File: src/fprx_pkg.sv
// Shared types, constants and the CRC step function of the framed packet receiver.
`default_nettype none

package fprx_pkg;

    // Configuration register indexes
    localparam logic [2:0] CFG_SYNC_FIRST       = 3'd0;
    localparam logic [2:0] CFG_SYNC_SECOND      = 3'd1;
    localparam logic [2:0] CFG_PROTOCOL_VERSION = 3'd2;
    localparam logic [2:0] CFG_TYPE_VELOCITY    = 3'd3;
    localparam logic [2:0] CFG_TYPE_STOP        = 3'd4;
    localparam logic [2:0] CFG_TYPE_CLEAR_STOP  = 3'd5;
    localparam logic [2:0] CFG_TYPE_STATUS      = 3'd6;

    // Configuration reset values
    localparam logic [7:0] RST_SYNC_FIRST       = 8'hAA;
    localparam logic [7:0] RST_SYNC_SECOND      = 8'h55;
    localparam logic [7:0] RST_PROTOCOL_VERSION = 8'h01;
    localparam logic [7:0] RST_TYPE_VELOCITY    = 8'h01;
    localparam logic [7:0] RST_TYPE_STOP        = 8'h02;
    localparam logic [7:0] RST_TYPE_CLEAR_STOP  = 8'h03;
    localparam logic [7:0] RST_TYPE_STATUS      = 8'h04;

    // CRC-16/CCITT-FALSE
    localparam logic [15:0] CRC_INIT = 16'hFFFF;
    localparam logic [15:0] CRC_POLY = 16'h1021;

    // Only velocity frames carry payload, and always exactly this many bytes
    localparam int         RUN_MAX   = 8;
    localparam int         RUN_IDX_W = 3;
    localparam logic [6:0] VEL_LEN   = 7'd8;

    // Depth of the job queue between front and back
    localparam int QUEUE_DEPTH = 2;

    typedef struct packed {
        logic [7:0] sync_first;
        logic [7:0] sync_second;
        logic [7:0] protocol_version;
        logic [7:0] type_velocity;
        logic [7:0] type_stop;
        logic [7:0] type_clear_stop;
        logic [7:0] type_status;
    } t_cfg;

    typedef struct packed {
        logic [31:0] resyncs;
        logic [31:0] crc_failures;
        logic [31:0] unknown_types;
        logic [31:0] sequence_gaps;
    } t_counters;

    typedef struct packed {
        logic                      kind;
        logic [7:0]                ftype;
        logic [6:0]                flen;
        logic [15:0]               fseq;
        logic [RUN_MAX-1:0][7:0]   payload;
        t_counters                 cnt;
    } t_job;

    function automatic logic [15:0] crc16_byte(input logic [15:0] c_in, input logic [7:0] b);
        logic [15:0] c;
        c = c_in ^ {b, 8'h00};
        for (int i = 0; i < 8; i++) begin
            if (c[15]) begin
                c = {c[14:0], 1'b0} ^ CRC_POLY;
            end else begin
                c = {c[14:0], 1'b0};
            end
        end
        return c;
    endfunction

endpackage

`default_nettype wire

File: src/framed_packet_receiver_crc16.sv
// Top level of the framed packet receiver with CRC-16 check.
//
//  channel   direction  handshake            payload
//  -------   ---------  -------------------  ---------------------------------------------
//  rx byte   in         i_valid / o_ready    i_rx_byte
//  result    out        o_valid / i_ready    o_record_kind .. o_sequence_gaps (11 fields)
//  config    in         i_cfg_we (no wait)   i_cfg_index, i_cfg_data
//
// The parser takes one byte per cycle while the two-entry job queue has room.
// Each accepted byte pushes one job, registered in the queue and shown once the
// jobs ahead of it are played out; a status result is a single transaction, an
// accepted velocity frame a run of eight records, while the parser keeps running
// until the queue fills. Reset (synchronous, active low) empties the queue and
// restores all registers but the job and payload storage. A stall on the output
// holds the current record and, once the queue is full, drops o_ready.
`default_nettype none

module framed_packet_receiver_crc16 #(
    parameter int MAX_PAYLOAD = 64,
    parameter int MAX_FRAME   = 73
) (
    input  wire logic        i_clk,
    input  wire logic        i_rst_n,
    // byte input
    input  wire logic        i_valid,
    output logic             o_ready,
    input  wire logic [7:0]  i_rx_byte,
    // result output
    output logic             o_valid,
    input  wire logic        i_ready,
    output logic             o_record_kind,
    output logic [7:0]       o_frame_type,
    output logic [6:0]       o_frame_length,
    output logic [15:0]      o_frame_sequence,
    output logic [7:0]       o_data_byte,
    output logic             o_data_byte_valid,
    output logic             o_run_last,
    output logic [31:0]      o_resyncs,
    output logic [31:0]      o_crc_failures,
    output logic [31:0]      o_unknown_types,
    output logic [31:0]      o_sequence_gaps,
    // configuration writes
    input  wire logic        i_cfg_we,
    input  wire logic [2:0]  i_cfg_index,
    input  wire logic [7:0]  i_cfg_data
);
    import fprx_pkg::*;

    t_cfg r_cfg;
    t_job push_job;
    t_job head_job;
    logic push;
    logic pop;
    logic full;
    logic empty;

    // Configuration registers: a write lands at once, unknown indexes are ignored.
    always_ff @(posedge i_clk) begin
        if (!i_rst_n) begin
            r_cfg.sync_first       <= RST_SYNC_FIRST;
            r_cfg.sync_second      <= RST_SYNC_SECOND;
            r_cfg.protocol_version <= RST_PROTOCOL_VERSION;
            r_cfg.type_velocity    <= RST_TYPE_VELOCITY;
            r_cfg.type_stop        <= RST_TYPE_STOP;
            r_cfg.type_clear_stop  <= RST_TYPE_CLEAR_STOP;
            r_cfg.type_status      <= RST_TYPE_STATUS;
        end else if (i_cfg_we) begin
            case (i_cfg_index)
                CFG_SYNC_FIRST:       r_cfg.sync_first       <= i_cfg_data;
                CFG_SYNC_SECOND:      r_cfg.sync_second      <= i_cfg_data;
                CFG_PROTOCOL_VERSION: r_cfg.protocol_version <= i_cfg_data;
                CFG_TYPE_VELOCITY:    r_cfg.type_velocity    <= i_cfg_data;
                CFG_TYPE_STOP:        r_cfg.type_stop        <= i_cfg_data;
                CFG_TYPE_CLEAR_STOP:  r_cfg.type_clear_stop  <= i_cfg_data;
                CFG_TYPE_STATUS:      r_cfg.type_status      <= i_cfg_data;
                default: begin
                end
            endcase
        end
    end

    // Front: parse every byte, check the frame, bump counters, issue one job per byte.
    fprx_front #(
        .MAX_PAYLOAD (MAX_PAYLOAD),
        .MAX_FRAME   (MAX_FRAME)
    ) u_front (
        .i_clk     (i_clk),
        .i_rst_n   (i_rst_n),
        .i_valid   (i_valid),
        .o_ready   (o_ready),
        .i_rx_byte (i_rx_byte),
        .i_cfg     (r_cfg),
        .i_full    (full),
        .o_push    (push),
        .o_job     (push_job)
    );

    // Queue: decouple the parser from output stalls and record runs.
    fprx_queue u_queue (
        .i_clk   (i_clk),
        .i_rst_n (i_rst_n),
        .i_push  (push),
        .i_job   (push_job),
        .i_pop   (pop),
        .o_full  (full),
        .o_empty (empty),
        .o_head  (head_job)
    );

    // Back: expand each job into its result transactions.
    fprx_back u_back (
        .i_clk             (i_clk),
        .i_rst_n           (i_rst_n),
        .i_empty           (empty),
        .i_head            (head_job),
        .o_pop             (pop),
        .o_valid           (o_valid),
        .i_ready           (i_ready),
        .o_record_kind     (o_record_kind),
        .o_frame_type      (o_frame_type),
        .o_frame_length    (o_frame_length),
        .o_frame_sequence  (o_frame_sequence),
        .o_data_byte       (o_data_byte),
        .o_data_byte_valid (o_data_byte_valid),
        .o_run_last        (o_run_last),
        .o_resyncs         (o_resyncs),
        .o_crc_failures    (o_crc_failures),
        .o_unknown_types   (o_unknown_types),
        .o_sequence_gaps   (o_sequence_gaps)
    );

endmodule

`default_nettype wire

File: src/fprx_front.sv
// Front part: byte parser, CRC, frame checks, event counters; issues one job per byte.
`default_nettype none

module fprx_front #(
    parameter int MAX_PAYLOAD = 64,
    parameter int MAX_FRAME   = 73
) (
    input  wire logic           i_clk,
    input  wire logic           i_rst_n,
    input  wire logic           i_valid,
    output logic                o_ready,
    input  wire logic [7:0]     i_rx_byte,
    input  wire fprx_pkg::t_cfg i_cfg,
    input  wire logic           i_full,
    output logic                o_push,
    output fprx_pkg::t_job      o_job
);
    import fprx_pkg::*;

    localparam int BIF_W = $clog2(MAX_FRAME + 2);
    localparam logic [BIF_W-1:0] MAX_FRAME_V = BIF_W'(MAX_FRAME);
    localparam logic [7:0]       MAX_PAY_V   = 8'(MAX_PAYLOAD);

    localparam logic [3:0] PH_SYNC1 = 4'd0;
    localparam logic [3:0] PH_SYNC2 = 4'd1;
    localparam logic [3:0] PH_VER   = 4'd2;
    localparam logic [3:0] PH_TYPE  = 4'd3;
    localparam logic [3:0] PH_LEN   = 4'd4;
    localparam logic [3:0] PH_SEQL  = 4'd5;
    localparam logic [3:0] PH_SEQH  = 4'd6;
    localparam logic [3:0] PH_PAY   = 4'd7;
    localparam logic [3:0] PH_CRCL  = 4'd8;
    localparam logic [3:0] PH_CRCH  = 4'd9;

    logic [3:0]              r_phase, n_phase;
    logic [7:0]              r_type, n_type;
    logic [6:0]              r_len, n_len;
    logic [15:0]             r_seq, n_seq;
    logic [6:0]              r_pos, n_pos;
    logic [7:0]              r_crc_lo, n_crc_lo;
    logic [15:0]             r_crc, n_crc;
    logic [BIF_W-1:0]        r_bif, n_bif;
    logic [15:0]             r_prev_seq, n_prev_seq;
    logic                    r_prev_seen, n_prev_seen;
    t_counters               r_cnt, n_cnt;
    logic [RUN_MAX-1:0][7:0] r_pay, n_pay;

    logic             fire;
    logic             accept_frame;
    logic             do_reject;
    logic             to_wait;
    logic [BIF_W-1:0] bif_inc;
    logic [15:0]      rx_crc;
    logic             type_known;

    assign o_ready = !i_full;
    assign fire    = i_valid && o_ready;
    assign bif_inc = r_bif + 1'b1;
    assign rx_crc  = {i_rx_byte, r_crc_lo};
    assign type_known = (r_type == i_cfg.type_velocity) || (r_type == i_cfg.type_stop)
                     || (r_type == i_cfg.type_clear_stop);

    always_comb begin
        n_phase     = r_phase;
        n_type      = r_type;
        n_len       = r_len;
        n_seq       = r_seq;
        n_pos       = r_pos;
        n_crc_lo    = r_crc_lo;
        n_crc       = r_crc;
        n_bif       = r_bif;
        n_prev_seq  = r_prev_seq;
        n_prev_seen = r_prev_seen;
        n_cnt       = r_cnt;
        n_pay       = r_pay;
        accept_frame = 1'b0;
        do_reject    = 1'b0;
        to_wait      = 1'b0;
        if (fire) begin
            if (r_phase != PH_SYNC1) begin
                n_bif = bif_inc;
            end
            if (r_phase != PH_SYNC1 && bif_inc > MAX_FRAME_V) begin
                do_reject = 1'b1;
            end else begin
                case (r_phase)
                    PH_SYNC1: begin
                        if (i_rx_byte == i_cfg.sync_first) begin
                            n_phase = PH_SYNC2;
                            n_bif   = BIF_W'(1);
                        end
                    end
                    PH_SYNC2: begin
                        if (i_rx_byte == i_cfg.sync_second) begin
                            n_phase = PH_VER;
                        end else begin
                            to_wait = 1'b1;
                        end
                    end
                    PH_VER: begin
                        if (i_rx_byte != i_cfg.protocol_version) begin
                            do_reject = 1'b1;
                        end else begin
                            n_crc   = crc16_byte(CRC_INIT, i_rx_byte);
                            n_phase = PH_TYPE;
                        end
                    end
                    PH_TYPE: begin
                        n_type  = i_rx_byte;
                        n_crc   = crc16_byte(r_crc, i_rx_byte);
                        n_phase = PH_LEN;
                    end
                    PH_LEN: begin
                        if (i_rx_byte > MAX_PAY_V) begin
                            do_reject = 1'b1;
                        end else begin
                            n_len   = i_rx_byte[6:0];
                            n_crc   = crc16_byte(r_crc, i_rx_byte);
                            n_phase = PH_SEQL;
                        end
                    end
                    PH_SEQL: begin
                        n_seq   = {8'h00, i_rx_byte};
                        n_crc   = crc16_byte(r_crc, i_rx_byte);
                        n_phase = PH_SEQH;
                    end
                    PH_SEQH: begin
                        n_seq   = {i_rx_byte, r_seq[7:0]};
                        n_crc   = crc16_byte(r_crc, i_rx_byte);
                        n_pos   = 7'd0;
                        n_phase = (r_len == 7'd0) ? PH_CRCL : PH_PAY;
                    end
                    PH_PAY: begin
                        if (r_pos >= r_len) begin
                            do_reject = 1'b1;
                        end else begin
                            // only the first bytes can ever be played out
                            if (r_pos < 7'(RUN_MAX)) begin
                                n_pay[r_pos[RUN_IDX_W-1:0]] = i_rx_byte;
                            end
                            n_crc = crc16_byte(r_crc, i_rx_byte);
                            n_pos = r_pos + 7'd1;
                            if (r_pos + 7'd1 >= r_len) begin
                                n_phase = PH_CRCL;
                            end
                        end
                    end
                    PH_CRCL: begin
                        n_crc_lo = i_rx_byte;
                        n_phase  = PH_CRCH;
                    end
                    PH_CRCH: begin
                        if (r_crc != rx_crc) begin
                            n_cnt.crc_failures = r_cnt.crc_failures + 32'd1;
                            do_reject = 1'b1;
                        end else if (r_type == i_cfg.type_status) begin
                            do_reject = 1'b1;
                        end else if (!type_known) begin
                            n_cnt.unknown_types = r_cnt.unknown_types + 32'd1;
                            do_reject = 1'b1;
                        end else if (r_type == i_cfg.type_velocity) begin
                            if (r_len != VEL_LEN) begin
                                do_reject = 1'b1;
                            end else begin
                                if (r_prev_seen && r_seq != r_prev_seq + 16'd1) begin
                                    n_cnt.sequence_gaps = r_cnt.sequence_gaps + 32'd1;
                                end
                                n_prev_seq   = r_seq;
                                n_prev_seen  = 1'b1;
                                accept_frame = 1'b1;
                                to_wait      = 1'b1;
                            end
                        end else if (r_len != 7'd0) begin
                            do_reject = 1'b1;
                        end else begin
                            accept_frame = 1'b1;
                            to_wait      = 1'b1;
                        end
                    end
                    default: begin
                        to_wait = 1'b1;
                    end
                endcase
            end
            if (do_reject) begin
                n_cnt.resyncs = r_cnt.resyncs + 32'd1;
            end
            if (do_reject || to_wait) begin
                n_phase  = PH_SYNC1;
                n_pos    = 7'd0;
                n_crc_lo = 8'h00;
                n_bif    = '0;
                n_crc    = CRC_INIT;
            end
        end
    end

    always_comb begin
        o_push        = fire;
        o_job.kind    = accept_frame;
        o_job.ftype   = accept_frame ? r_type : 8'h00;
        o_job.flen    = accept_frame ? r_len : 7'd0;
        o_job.fseq    = accept_frame ? r_seq : 16'h0000;
        o_job.payload = r_pay;
        o_job.cnt     = n_cnt;
    end

    always_ff @(posedge i_clk) begin
        if (!i_rst_n) begin
            r_phase     <= PH_SYNC1;
            r_type      <= 8'h00;
            r_len       <= 7'd0;
            r_seq       <= 16'h0000;
            r_pos       <= 7'd0;
            r_crc_lo    <= 8'h00;
            r_crc       <= CRC_INIT;
            r_bif       <= '0;
            r_prev_seq  <= 16'h0000;
            r_prev_seen <= 1'b0;
            r_cnt       <= '0;
        end else begin
            r_phase     <= n_phase;
            r_type      <= n_type;
            r_len       <= n_len;
            r_seq       <= n_seq;
            r_pos       <= n_pos;
            r_crc_lo    <= n_crc_lo;
            r_crc       <= n_crc;
            r_bif       <= n_bif;
            r_prev_seq  <= n_prev_seq;
            r_prev_seen <= n_prev_seen;
            r_cnt       <= n_cnt;
        end
    end

    // payload bytes: no reset, every byte played out is written in its own frame
    always_ff @(posedge i_clk) begin
        r_pay <= n_pay;
    end

endmodule

`default_nettype wire

File: src/fprx_queue.sv
// Short job queue between the parser front and the record back end.
`default_nettype none

module fprx_queue (
    input  wire logic           i_clk,
    input  wire logic           i_rst_n,
    input  wire logic           i_push,
    input  wire fprx_pkg::t_job i_job,
    input  wire logic           i_pop,
    output logic                o_full,
    output logic                o_empty,
    output fprx_pkg::t_job      o_head
);
    import fprx_pkg::*;

    localparam int PTR_W = $clog2(QUEUE_DEPTH);
    localparam int CNT_W = $clog2(QUEUE_DEPTH + 1);

    t_job             r_mem [QUEUE_DEPTH];
    logic [PTR_W-1:0] r_wr_ptr;
    logic [PTR_W-1:0] r_rd_ptr;
    logic [CNT_W-1:0] r_count;

    assign o_full  = (r_count == CNT_W'(QUEUE_DEPTH));
    assign o_empty = (r_count == '0);
    assign o_head  = r_mem[r_rd_ptr];

    always_ff @(posedge i_clk) begin
        if (!i_rst_n) begin
            r_wr_ptr <= '0;
            r_rd_ptr <= '0;
            r_count  <= '0;
        end else begin
            if (i_push) begin
                r_wr_ptr <= r_wr_ptr + 1'b1;
            end
            if (i_pop) begin
                r_rd_ptr <= r_rd_ptr + 1'b1;
            end
            if (i_push && !i_pop) begin
                r_count <= r_count + 1'b1;
            end else if (!i_push && i_pop) begin
                r_count <= r_count - 1'b1;
            end
        end
    end

    always_ff @(posedge i_clk) begin
        if (i_push) begin
            r_mem[r_wr_ptr] <= i_job;
        end
    end

endmodule

`default_nettype wire

File: src/fprx_back.sv
// Back part: plays each queued job out as one status result or a run of frame records.
`default_nettype none

module fprx_back (
    input  wire logic           i_clk,
    input  wire logic           i_rst_n,
    input  wire logic           i_empty,
    input  wire fprx_pkg::t_job i_head,
    output logic                o_pop,
    output logic                o_valid,
    input  wire logic           i_ready,
    output logic                o_record_kind,
    output logic [7:0]          o_frame_type,
    output logic [6:0]          o_frame_length,
    output logic [15:0]         o_frame_sequence,
    output logic [7:0]          o_data_byte,
    output logic                o_data_byte_valid,
    output logic                o_run_last,
    output logic [31:0]         o_resyncs,
    output logic [31:0]         o_crc_failures,
    output logic [31:0]         o_unknown_types,
    output logic [31:0]         o_sequence_gaps
);
    import fprx_pkg::*;

    logic [RUN_IDX_W-1:0] r_idx;
    logic                 has_data;
    logic                 last;

    assign has_data = i_head.kind && (i_head.flen != 7'd0);
    assign last     = !has_data || (7'(r_idx) + 7'd1 == i_head.flen);

    assign o_valid           = !i_empty;
    assign o_pop             = o_valid && i_ready && last;
    assign o_record_kind     = i_head.kind;
    assign o_frame_type      = i_head.ftype;
    assign o_frame_length    = i_head.flen;
    assign o_frame_sequence  = i_head.fseq;
    assign o_data_byte       = has_data ? i_head.payload[r_idx] : 8'h00;
    assign o_data_byte_valid = has_data;
    assign o_run_last        = last;
    assign o_resyncs         = i_head.cnt.resyncs;
    assign o_crc_failures    = i_head.cnt.crc_failures;
    assign o_unknown_types   = i_head.cnt.unknown_types;
    assign o_sequence_gaps   = i_head.cnt.sequence_gaps;

    always_ff @(posedge i_clk) begin
        if (!i_rst_n) begin
            r_idx <= '0;
        end else if (o_valid && i_ready) begin
            r_idx <= last ? '0 : r_idx + 1'b1;
        end
    end

endmodule

`default_nettype wire

File: config.mk
export PLATFORM = sky130hd
export DESIGN_NAME = framed_packet_receiver_crc16
export DESIGN_NICKNAME = d
export VERILOG_FILES = /design/src/fprx_pkg.sv /design/src/framed_packet_receiver_crc16.sv /design/src/fprx_front.sv /design/src/fprx_queue.sv /design/src/fprx_back.sv
export SDC_FILE = /design/constraint.sdc
export NUM_CORES = 1
export LEC_CHECK = 0
export BUFFER_PORTS_ARGS = -buffer_cell sky130_fd_sc_hd__buf_2
export CAP_MARGIN = 20
export CORE_ASPECT_RATIO = 1.4
export CORE_UTILIZATION = 50
export DETAILED_ROUTE_END_ITERATION = 10
export GPL_TIMING_DRIVEN = 0
export PLACE_DENSITY = 0.67
export SYNTH_ARGS = -nofsm -noshare
export SYNTH_HDL_FRONTEND = slang
export SYNTH_SLANG_ARGS = --single-unit
File: constraint.sdc
create_clock -name i_clk -period 14.2 [get_ports i_clk]
set_clock_uncertainty 0.05 [all_clocks]
set_input_delay 0 -clock i_clk [delete_from_list [all_inputs] [get_ports i_clk]]
set_output_delay 0 -clock i_clk [all_outputs]
set_load 0.02 [all_outputs]
**Word level (Yosys, flattened, before mapping)**

Memories as Yosys holds them, arrays and structs flattened. A register that Yosys moved wholly into a read port is not among the register bits.
Cells that the tools add are included.

- Bits in registers: 345
- Memory bits (writable): 448
- Memories: 1

Memories:

| name | words | bits a word | read ports | clocked after Yosys merged registers in | wr ports | line | text |
|---|---|---|---|---|---|---|---|
| u_queue.r_mem | 2 | 224 | 1 | 1 | 1 | fprx_queue.sv:19 | `t_job r_mem [QUEUE_DEPTH];` |

- Add/subtract/negate cells: 13
- $lt $le $gt $ge: 8
- Equal/unequal tests: 34
- Muxes and demuxes: 273
- Bitwise operators: 53
- Reductions and logical operators: 49

Operators by type and width:

| kind | number |
|---|---|
| 16-bit two-way mux | 153 |
| 13-bit two-way mux | 44 |
| 32-bit two-way mux | 7 |
| 96-bit two-way mux | 2 |
| 3-bit NOT | 44 |
| 32-bit by 1-bit adder with 32-bit output, second input constant | 4 |
| 128-bit two-way mux | 1 |
| 64-bit two-way mux | 2 |
| 16-bit one-hot mux with 6 select lines | 1 |
| 64-bit bitwise mux | 1 |
| 7-bit two-way mux | 9 |
| 8-bit two-way mux | 7 |
| 8-bit equality test | 6 |
| 4-bit two-way mux | 9 |
| 4-bit one-hot mux with 9 select lines | 1 |
| 16-bit inequality test | 2 |
| 16-bit one-hot mux with 2 select lines | 1 |
| 1-bit two-way mux | 27 |
| 8-bit binary-select mux with 3-bit select | 1 |
| 8-bit demux with 3-bit select | 1 |
| 7-bit nonzero test | 3 |
| 16-bit by 1-bit adder with 16-bit output, second input constant | 1 |
| 4-bit by 3-bit equality test with 1-bit output, second input constant | 4 |
| 16-bit NOT | 1 |
| 51 further kinds | 98 |

**Logic depth before layout (Yosys ltp)**

- Word-level depth: 49
- Depth in mapped cells: 11
- Depth with buffers taken out: 10

**Modules after synthesis**

From an unflattened synthesis, not the netlist that was laid out.

- Cell total of the unflattened synthesis: 2814
- Area, all modules: 36292.3 sq um

Modules (own cells, without submodules):

| module | times used | cells an instance | area an instance (sq um) | sequential area each (sq um) |
|---|---|---|---|---|
| fprx_queue | 1 | 719 | 17036.3 | 13553.0 |
| fprx_front | 1 | 1657 | 15074.5 | 6286.0 |
| framed_packet_receiver_crc16 | 1 | 208 | 2192.1 | 1121.1 |
| fprx_back | 1 | 230 | 1989.4 | 60.1 |

**Least setup slack after synthesis**

No wires, ideal clock.

- Path type: register -> register
- Start: register u_queue.r_count[0]
- End: memory u_queue.r_mem[0][0] in the netlist's numbering, enable pin
- Data arrival time: 10.356 ns
- Data required time: 13.336 ns
- Slack: 2.981 ns
- Stages on the path, launching flop included: 5
- Path through: dfxtp_1 > nand2b_1 > nand2_1 > clkbuf_1 > nor2_1

- Word-level cells in the longest chain between the ends: 5

Ends and longest elaborated chain:

| item | line | text |
|---|---|---|
| start: declaration | fprx_queue.sv:22 | `logic [CNT_W-1:0] r_count;` |
| start signal: assignment | fprx_queue.sv:41 | `r_count <= r_count + 1'b1;` |
| start signal: assignment | fprx_queue.sv:43 | `r_count <= r_count - 1'b1;` |
| 2-bit equality test | fprx_queue.sv:24 | `assign o_full = (r_count == CNT_W'(QUEUE_DEPTH));` |
| 1-bit zero test | fprx_front.sv:56 | `assign o_ready = !i_full;` |
| via o_ready | framed_packet_receiver_crc16.sv:26 | `output logic o_ready,` |
| 1-bit logical AND | fprx_front.sv:57 | `assign fire = i_valid && o_ready;` |
| 1-bit two-way mux | fprx_queue.sv:49 | `if (i_push) begin` |
| 1-bit two-way mux (implied by the code) | fprx_queue.sv:50 | `r_mem[r_wr_ptr] <= i_job;` |
| end: declaration | fprx_queue.sv:19 |  |

The timed path passes the listed nets, and every way through them passes these cells.

==> results_dict.tcl <==
set metrics [dict create \
    hp-class "in -> reg" \
    ir_drop_v 0.000111 \
    core_um2 69000 \
    drt-total-wl_um 85600 \
    start_util 0.505 \
    cts_hold_buf 33 \
    r2r_end "u_queue.r_mem[0][202]" \
    vias 22900 \
    crit_top_cell "buf_2" \
    grt_pass1_wl_um 131000 \
    rsz0062_at_grt "no" \
    syn_inst 2774 \
    drt-met1-wl_um 32900 \
    r2r_setup_slack_ps 9980 \
    worstPathCellList "buf_2 -> buf_1 -> buf_1 -> clkbuf_1 -> clkbuf_1 -> buf_2 -> mux2_2 -> buf_2" \
    first_global_vias 23600 \
    power.density_nw_per_um2 146 \
    hold_violations 0 \
    syn2layout_area_growth_pct 15.8 \
    wl_met3_um 3890 \
    status "completed" \
    die_w_um 225 \
    crit_type "reg -> out" \
    drive_above_1_share 0.191 \
    tightest_slew_ps 1130 \
    multi_input_area_um2 13200 \
    required_ps 14150 \
    clock_latency_ps 640 \
    post_cts_buffers 0 \
    ys_seq_elements 794 \
    worstReg2RegStart "u_front.r_crc[15]" \
    grt_max_degree 66 \
    clockRootBuffer "clkbuf_16" \
    startpoint_type "flop" \
    nFillCells 5633 \
    hp-start "i_cfg_data[6]" \
    clock-sinks 794 \
    rows 114 \
    overflow 0 \
    ys.flop_type "edfxtp_1" \
    io_pins 196 \
    finalSetupViolations 0 \
    die_h_um 314 \
    drtIter0Drc 1581 \
    syn_area_um2 34800 \
    wl_per_cell_um 20.9 \
    critPathTopFamily "buffers and inverters" \
    synth-edff-count 512 \
    die-area_um2 70800 \
    ff_latch_area_um2 21000 \
    worst_setup_path_end_kind "output port" \
    slew_headroom 0.242 \
    cts-buffers-inserted 76 \
    yosysSeqAreaShare 0.603 \
    fin_hold_ws_ps 233 \
    maxSlewViolCount 0 \
    yosysUniqueCellTypes 81 \
    clk_pin_slew_worst_paths_ps 60 \
    drt_pass1_iterations 7 \
    holdPathEnd "r_cfg[30]" \
    period_share 0.354 \
    crit_fanout 10 \
    dp_hpwl_um 60900 \
    num_antenna_cells 0 \
    avgViaCountPerCell 5.58 \
    wl_met2_um 44700 \
    cp_slowest_cell "clkbuf_1" \
    power_w 0.00590 \
    crit_buf_inv 7 \
    grt_usage 0.242 \
    fin_nets 3160 \
    arrival_ps 4980 \
    drc 0 \
    post-route-util 0.585 \
    h-tree-depth 3 \
    p_leak_nw 14.8 \
    fmax_mhz 199 \
    globalplace.congestion 0.904 \
    ys_async_sr_fraction 0 \
    antenna_found_initial 1 \
    crit_path_max_incr_delay_ps 850 \
    top_layer_used "met5" \
    ctsResizeCount 0 \
    synth_warnings 0 \
    hold_depth 4 \
    period_minus_slack_ps 5030 \
    cts_tree "done" \
    rr_worst_depth 11 \
    cap_violations 0 \
    ctsLongestPathBuffers 3 \
    syn_avg_cell_area_um2 12.6 \
    ant_nets 0 \
    port_buffers 195 \
]
==> synth_stat cells, types with 9 or more instances <==
| cell type | instances | share of area |
|---|---|---|
| nand2b_1 | 85 | 0.015 |
| xor2_1 | 127 | 0.032 |
| o21a_1 | 9 | 0.0019 |
| mux2i_1 | 111 | 0.032 |
| a21boi_0 | 9 | 0.0019 |
| buf_2 | 22 | 0.0032 |
| clkbuf_1 | 97 | 0.010 |
| o211ai_1 | 11 | 0.0024 |
| buf_1 | 13 | 0.0014 |
| nor3_1 | 36 | 0.0052 |
| nor2_1 | 114 | 0.012 |
| and3_1 | 40 | 0.0072 |
| ha_1 | 24 | 0.0086 |
| and2_1 | 73 | 0.013 |
| and4_1 | 14 | 0.0035 |
| or3_1 | 15 | 0.0027 |
| a22o_1 | 10 | 0.0025 |
| o21ai_0 | 27 | 0.0039 |
| inv_1 | 26 | 0.0028 |
| a21oi_1 | 115 | 0.017 |
| mux2_2 | 163 | 0.053 |
| dfxtp_1 | 282 | 0.16 |
| nand2_1 | 311 | 0.034 |
| nor2b_1 | 14 | 0.0025 |
| nand4_1 | 54 | 0.0097 |
| edfxtp_1 | 512 | 0.44 |
| nand3_1 | 102 | 0.015 |
| o22a_1 | 9 | 0.0023 |
| nor4_1 | 41 | 0.0074 |
| mux4_2 | 40 | 0.026 |
| xnor2_1 | 130 | 0.033 |
==> metal layers <==
| metal | vias up | global-route usage |
|---|---|---|
| met4 | 2 | 0.128 |
| met1 | 11300 | 0.274 |
| li1 | 10800 | - |
| met5 | - | 0 |
| met3 | 196 | 0.0372 |
| met2 | 596 | 0.435 |
==> logic make-up (layout without fill, tap and decap cells) <==
family	Yosys count	count (layout)	synth area share
buffers and inverters	166	555	0.0194
other	1	12	0.000108
and+or+nand+nor	936	936	0.136
DFF	794	794	0.603
adders and majority gates	24	24	0.00862
AOI/OAI and AO/OA	282	282	0.0579
muxes	314	314	0.110
xor gates and xnor gates	257	257	0.0646
==> sequential cells by signal, summed over array words and instances, names as in the netlist, 4 cells and up, named ones only <==
register / count
u_front.r_len: 7
u_front.r_crc: 16
u_front.r_type: 8
u_front.r_seq: 16
u_front.r_cnt: 128
u_front.o_job: 64
u_front.r_bif: 7
u_front.r_prev_seq: 16
u_queue.r_mem: 448
r_cfg: 56
u_front.r_pos: 7
u_front.r_phase: 4
u_front.r_crc_lo: 8
==> power by group <==
| part | switching [W] | total, W | internal [W] |
|---|---|---|---|
| clock | 0.000870 | 0.00210 | 0.00123 |
| sequential | 0.0000460 | 0.00272 | 0.00267 |
| combinational | 0.000663 | 0.00107 | 0.000411 |
==> cells in the final DEF, fill, tap and decap left out, types with 10 or more instances in the layout <==
| cell type | n |
|---|---|
| nand3_1 | 102 |
| xor2_1 | 127 |
| o21ai_0 | 27 |
| clkbuf_16 | 80 |
| clkbuf_1 | 121 |
| inv_1 | 26 |
| buf_2 | 220 |
| mux4_2 | 40 |
| nor3_1 | 34 |
| nor2b_1 | 14 |
| buf_1 | 13 |
| nand4_1 | 54 |
| dlygate4sd3_1 | 33 |
| and4_1 | 14 |
| ha_1 | 24 |
| dfxtp_1 | 282 |
| edfxtp_1 | 512 |
| xnor2_1 | 130 |
| nand2_1 | 311 |
| and3_1 | 39 |
| mux2i_1 | 111 |
| nor2_1 | 113 |
| nor4_1 | 40 |
| nand2b_1 | 85 |
| and2_1 | 73 |
| or3_1 | 15 |
| mux2_2 | 163 |
| o211ai_1 | 11 |
| a22o_1 | 10 |
| conb_1 | 12 |
| a21oi_1 | 115 |
==> metrics by stage <==
step / TNS, ps / std cells / area (µm²) / setup slack (ps)
floorplan: 0 / 2785 / 34900 / 2980
global placement: -632530 / 3908 / 37000 / -2840
detailed placement: 0 / 3929 / 37400 / 9800
CTS: 0 / 4102 / 40400 / 9060
global route: 0 / 4102 / 40400 / 8950
finish: 0 / 4102 / 40400 / 9170
==> final cells by class <==
type,instances,area share
Inverter,27,0.00251
Tap cell,928,0.0288
Sequential cell,794,0.521
Timing Repair Buffer,249,0.0414
Clock buffer,113,0.0549
Clock inverter,27,0.00940
Buffer,139,0.0143
Multi-Input combinational cell,1825,0.328
==> worst register-to-register path, cell delays in order, from the launching register on <==
cell and delay [ps]:
dfxtp_1 310, clkbuf_1 320, xnor2_1 160, nand4_1 150, nor4_2 760, o21ai_0 260
clkbuf_1 270, or2_2 370, nor3_1 510, buf_2 330, clkbuf_1 320, and2_1 250
==> how the worst max path moves through the flow <==
| stage | from | to | slack (ps) | depth (start not counted) |
|---|---|---|---|---|
| final | flop | o_resyncs[2] | 9170 | 8 |
| after global routing | flop | o_resyncs[2] | 8950 | 8 |
| after CTS | flop | o_resyncs[2] | 9060 | 8 |
| after detailed placement | flop | o_resyncs[2] | 9800 | 8 |
| after global placement | u_queue.r_count[0] | u_queue.r_mem[0][217] | -2840 | 4 |
| after floorplan | u_queue.r_count[0] | u_queue.r_mem[0][0] | 2980 | 4 |
Power figures use the tool's default switching activity.
